**src/sv/rolt_pkg.sv**
```systemverilog
// Shared constants and the controller/datapath command and status types for the orbit landing tracker.
package rolt_pkg;

  localparam int unsigned VALUE_BITS_DEF = 20;
  localparam int unsigned WORD_BITS      = 64;
  localparam int unsigned BIT_SEL_BITS   = 6;

  typedef struct packed {
    logic clr_run;
    logic begin_tick;
    logic set_ovf;
    logic val_ovf;
    logic take;
    logic rd_mark;
    logic mark_wr;
    logic div_start;
    logic div_step;
    logic commit;
    logic load_out;
  } rolt_cmd_t;

  typedef struct packed {
    logic clr_last;
    logic ovf;
    logic tick_max;
    logic sum_ovf;
    logic div_last;
    logic out_busy;
  } rolt_sts_t;

endpackage

```
**src/sv/rolt_ctrl.sv**
```systemverilog
// Sequencer that steps one orbit tick through probe, mark, divide and commit.
module rolt_ctrl (
  input  logic               clk_i,
  input  logic               rst_ni,
  input  logic               cfg_we_i,
  input  logic               in_valid_i,
  input  logic               advance_i,
  output logic               in_stall_o,
  input  rolt_pkg::rolt_sts_t sts_i,
  output rolt_pkg::rolt_cmd_t cmd_o
);

  typedef enum logic [3:0] {
    StClear, StIdle, StProbeRd, StProbeChk, StMarkRd, StMarkWr, StDiv, StArc, StEmit
  } state_e;

  state_e state_q, state_d;
  logic   acc_adv;

  assign in_stall_o = (state_q != StIdle);
  assign acc_adv    = (state_q == StIdle) && in_valid_i && advance_i;

  always_comb begin
    cmd_o   = '0;
    state_d = state_q;
    unique case (state_q)
      StClear: begin
        cmd_o.clr_run = 1'b1;
        if (sts_i.clr_last) state_d = StIdle;
      end
      StIdle: begin
        if (acc_adv) begin
          cmd_o.begin_tick = 1'b1;
          if (sts_i.ovf) begin
            state_d = StEmit;
          end else if (sts_i.tick_max) begin
            cmd_o.set_ovf = 1'b1;
            state_d       = StEmit;
          end else begin
            state_d = StProbeRd;
          end
        end
      end
      StProbeRd: state_d = StProbeChk;
      StProbeChk: begin
        if (sts_i.sum_ovf) begin
          cmd_o.val_ovf = 1'b1;
          state_d       = StEmit;
        end else begin
          cmd_o.take = 1'b1;
          state_d    = StMarkRd;
        end
      end
      StMarkRd: begin
        cmd_o.rd_mark = 1'b1;
        state_d       = StMarkWr;
      end
      StMarkWr: begin
        cmd_o.mark_wr   = 1'b1;
        cmd_o.div_start = 1'b1;
        state_d         = StDiv;
      end
      StDiv: begin
        cmd_o.div_step = 1'b1;
        if (sts_i.div_last) state_d = StArc;
      end
      StArc: begin
        cmd_o.commit = 1'b1;
        state_d      = StEmit;
      end
      StEmit: begin
        if (!sts_i.out_busy) begin
          cmd_o.load_out = 1'b1;
          state_d        = StIdle;
        end
      end
      default: state_d = StIdle;
    endcase
    if (cfg_we_i) begin
      cmd_o   = '0;
      state_d = StClear;
    end
  end

  always_ff @(posedge clk_i or negedge rst_ni) begin
    if (!rst_ni) begin
      state_q <= StClear;
    end else begin
      state_q <= state_d;
    end
  end

endmodule

```
**config.mk**
```make
export PLATFORM = sky130hd
export DESIGN_NAME = rolt_ctrl
export DESIGN_NICKNAME = d
export VERILOG_FILES = /design/src/sv/rolt_pkg.sv /design/src/sv/rolt_ctrl.sv
export SDC_FILE = /design/constraint.sdc
export NUM_CORES = 1
export LEC_CHECK = 0
export BUFFER_PORTS_ARGS = -buffer_cell sky130_fd_sc_hd__buf_2
export CORE_AREA = 2 2 39 41
export CTS_BUF_LIST = sky130_fd_sc_hd__clkbuf_8 sky130_fd_sc_hd__clkbuf_16
export CTS_CLUSTER_DIAMETER = 150
export CTS_CLUSTER_SIZE = 30
export DETAILED_ROUTE_END_ITERATION = 16
export DIE_AREA = 0 0 41 43
export SLEW_MARGIN = 10
export SYNTH_ARGS = -nofsm -noshare
export SYNTH_HDL_FRONTEND = slang
export SYNTH_SLANG_ARGS = --single-unit
```
**constraint.sdc**
```tcl
create_clock -name clk_i -period 1.6 [get_ports clk_i]
set_input_delay 0.16 -clock clk_i [delete_from_list [all_inputs] [get_ports clk_i]]
set_output_delay 0.16 -clock clk_i [all_outputs]
set_load 0.005 [all_outputs]
```
==> key figures <==
Timing
  – Clock Skews: 0.00273 ns
  – Final Slew Violations: 0
  – Rel. slew slack: between 70% and 80%
  – Final setup viols: 0
  – Fmax: ~650 MHz
  – Fin crit share: between 90% and 100%
  – Hold Fails Final Rpt: 0
  – Slew @ Worst Pin: roughly 0.31 ns
  – Final worst path period need: between 1.5 and 2 ns
  – TNS Setup: 0 ns
  – RSZ-0062 raised after global routing: no

Critical path
  – Crit Path Max Fanout: 6
  – Crit path cell chain: or3_4, nor4b_4, buf_2
  – Startpoint types: flip-flop
  – Top cell family by delay on the critical path: simple AND/OR/NAND/NOR gates
  – R2R Setup Slk: roughly 0.33 ns
  – CP bufs+invs: 1
  – Critical Path RT: between 1 and 1.5 ns
  – CP max-delay cell: dfrtp_2
  – Arr. time, crit path: ~1.4 ns
  – Worst setup path class: flip-flop to primary output
  – Crit-path max cell delay: between 0.4 and 0.5 ns
  – Crit. End Element: primary output

Floorplanning
  – Core area: 0.00138 sq mm
  – Io pins: 23
  – Die height: around 43 um
  – Chip width: 41 um
  – Die area: 0.00176 sq mm
  – Num rows: 14
  – Initial Utilization: between 20% and 30%

Layout
  – Most flop-heavy register: state_q
  – Layout cell share with drive strength beyond 1: a little under half
  – Most common cell after layout, fill and taps aside: buf_2
  – Final std cells w/o fill: a little over 90
  – NumNets Final: just under 90
  – Antenna cells: 0
  – Area growth syn-to-layout: 44.3%
  – Max reg flops: 4
  – Leading cell types in the layout, fill and taps excluded: buf_2 (22), nor2_1 (5), nand2_1 (4), buf_4 (4)
  – Biggest regs: state_q x4

Synth
  – Average instance area after synthesis: 8.02 sq um
  – Post-synthesis cell count: around 50
  – Post-synthesis sequential area ratio: between 20% and 30%
  – Cell Area, Synth: between 400 and 500 sq um
  – Post-Syn Nets: 62
  – Synth warn: 0
  – Yosys reg bits: 4
  – Post-synth cell types: 28

Drt
  – DR WL/cell: ~12 um
  – Via count: 453
  – Antenna viol nets, final: 0
  – Final wirelength: 1100 um
  – Post-route DRC: 0
  – Starting DRT DRC Count: 15
  – Via density: a little under 5
  – DR pass1 iterations: 4

Global route
  – GRT overflow: 0
  – Tot GR Track Use: between 10% and 20%
  – Vias in the first global route: 405
  – Initial antenna violation count: 0
  – Global-route wire length before repair: around 1700 um
  – Largest net degree at the start of global routing: 13

Pwr
  – Power Density: 844 mW/mm^2
  – Leak pwr: approximately 0.29 nW
  – Worst vdd ir: 0.588 mV

Placement
  – Hpwl dp: between 800 and 900 um
  – GPL Wtd Cong: 0.820
  – Placed cell count: 88
  – I/O Buffers: 22

Clock network
  – H-tree depth: 1
  – CTS tree: built
  – Clock buffer depth: 2
  – Sink Count: 4
  – CTS root buffer: clkbuf_8
  – Worst-path clk slew: 0.03 ns
  – Clk_lat worst skew: ~0.22 ns
  – CTS Buf Count: 3

Min path
  – Hold Crit Class: primary input to flip-flop

Flow run
  – Total of max-cap violations: 0

Run status
  – Status: finished, final reports clean
worst register-to-register path, delay by kind of cell (launching register included):
family                 cells  cell delay, ns
AND/OR/NAND/NOR            1            0.35
flip-flops                 1            0.37
AO/OA/AOI/OAI              2            0.25
buffers and inverters      1            0.18
cell usage after synthesis:
cell type | instances | share of area [%]
a31o_1 | 1 | 2.1
and4bb_1 | 1 | 3.1
and3b_1 | 1 | 2.1
or3_4 | 1 | 2.8
nor2_2 | 1 | 1.5
nand3b_1 | 2 | 3.7
nor3_1 | 3 | 3.7
and3_1 | 1 | 1.5
buf_6 | 1 | 2.8
nand2b_1 | 1 | 1.5
inv_1 | 3 | 2.8
nand2_1 | 4 | 3.7
nor2b_1 | 2 | 3.1
dfrtp_1 | 4 | 24
buf_4 | 3 | 5.5
buf_2 | 1 | 1.2
nor4_1 | 1 | 1.5
a311oi_1 | 1 | 2.1
nor4b_4 | 1 | 5.8
nand3_1 | 2 | 2.4
nor2_4 | 1 | 2.8
a31oi_1 | 1 | 1.5
o21ai_0 | 2 | 2.4
a21boi_1 | 1 | 1.8
nor2_1 | 5 | 4.6
o31ai_1 | 3 | 5.5
or3_1 | 1 | 1.5
a21oi_1 | 2 | 2.4
path summary, 6_finish.rpt:
kind,startpoint,end,cells past startpoint
max,state_q[0],cmd_o[0],3
max in group asynchronous,rst_ni,state_q[2],2
min in group asynchronous,rst_ni,state_q[1],2
min reg2reg,state_q[3],state_q[2],1
max reg2reg,state_q[1],state_q[0],4
min,cfg_we_i,state_q[2],2
per-layer routing:
metal	track usage, %	up-vias	part of all wire (%)
met5	0	-	0
met4	10.0	0	1.9
met3	3.14	2	6.7
met2	21.9	17	47
met1	18.8	202	45
li1	-	232	-
layout make-up:
class,count,area [sq um]
clock buffers,3,41.3
fillers,148,793
inverters,3,11.3
multi-input cells,39,264
flip-flops and latches,4,104
well taps,16,20.0
repair buffers,27,150
logic make-up after synthesis:
family                 count (synthesis)  synth area share, %
AO/OA/AOI/OAI                         11                 18.0
buffers and inverters                  8                 12.2
flip-flops                             4                 24.5
AND/OR/NAND/NOR                       28                 45.3
stage by stage:
step / cell area (sq um) / utilization, % / setup slack [ns] / hold slack (ns) / power (mW)
after detailed placement: 531 / 38.3 / 0.256 / -0.0295 / 0.271
after CTS: 582 / 42.0 / 0.00936 / 0.202 / 0.503
after global routing: 591 / 42.7 / 0.00648 / 0.217 / 0.531
after global placement: 531 / 38.3 / 0.267 / -0.0305 / 0.271
final: 591 / 42.7 / 0.0644 / 0.212 / 0.499
after floorplan: 409 / - / 0.329 / -0.136 / 0.228
power breakdown:
| group | internal (mW) | switching, mW | total, mW |
|---|---|---|---|
| logic | 0.0740 | 0.0703 | 0.144 |
| registers | 0.114 | 0.0193 | 0.134 |
| clock network | 0.161 | 0.0597 | 0.221 |
repair_timing:
item,in CTS,in global routing
hold endpoints to repair,4,0
hold buffers,1,0
setup buffers,0,0
endpoints found under the setup margin,0,2
resized for setup,0,4
Note: power is estimated with default switching activity, not from simulation.
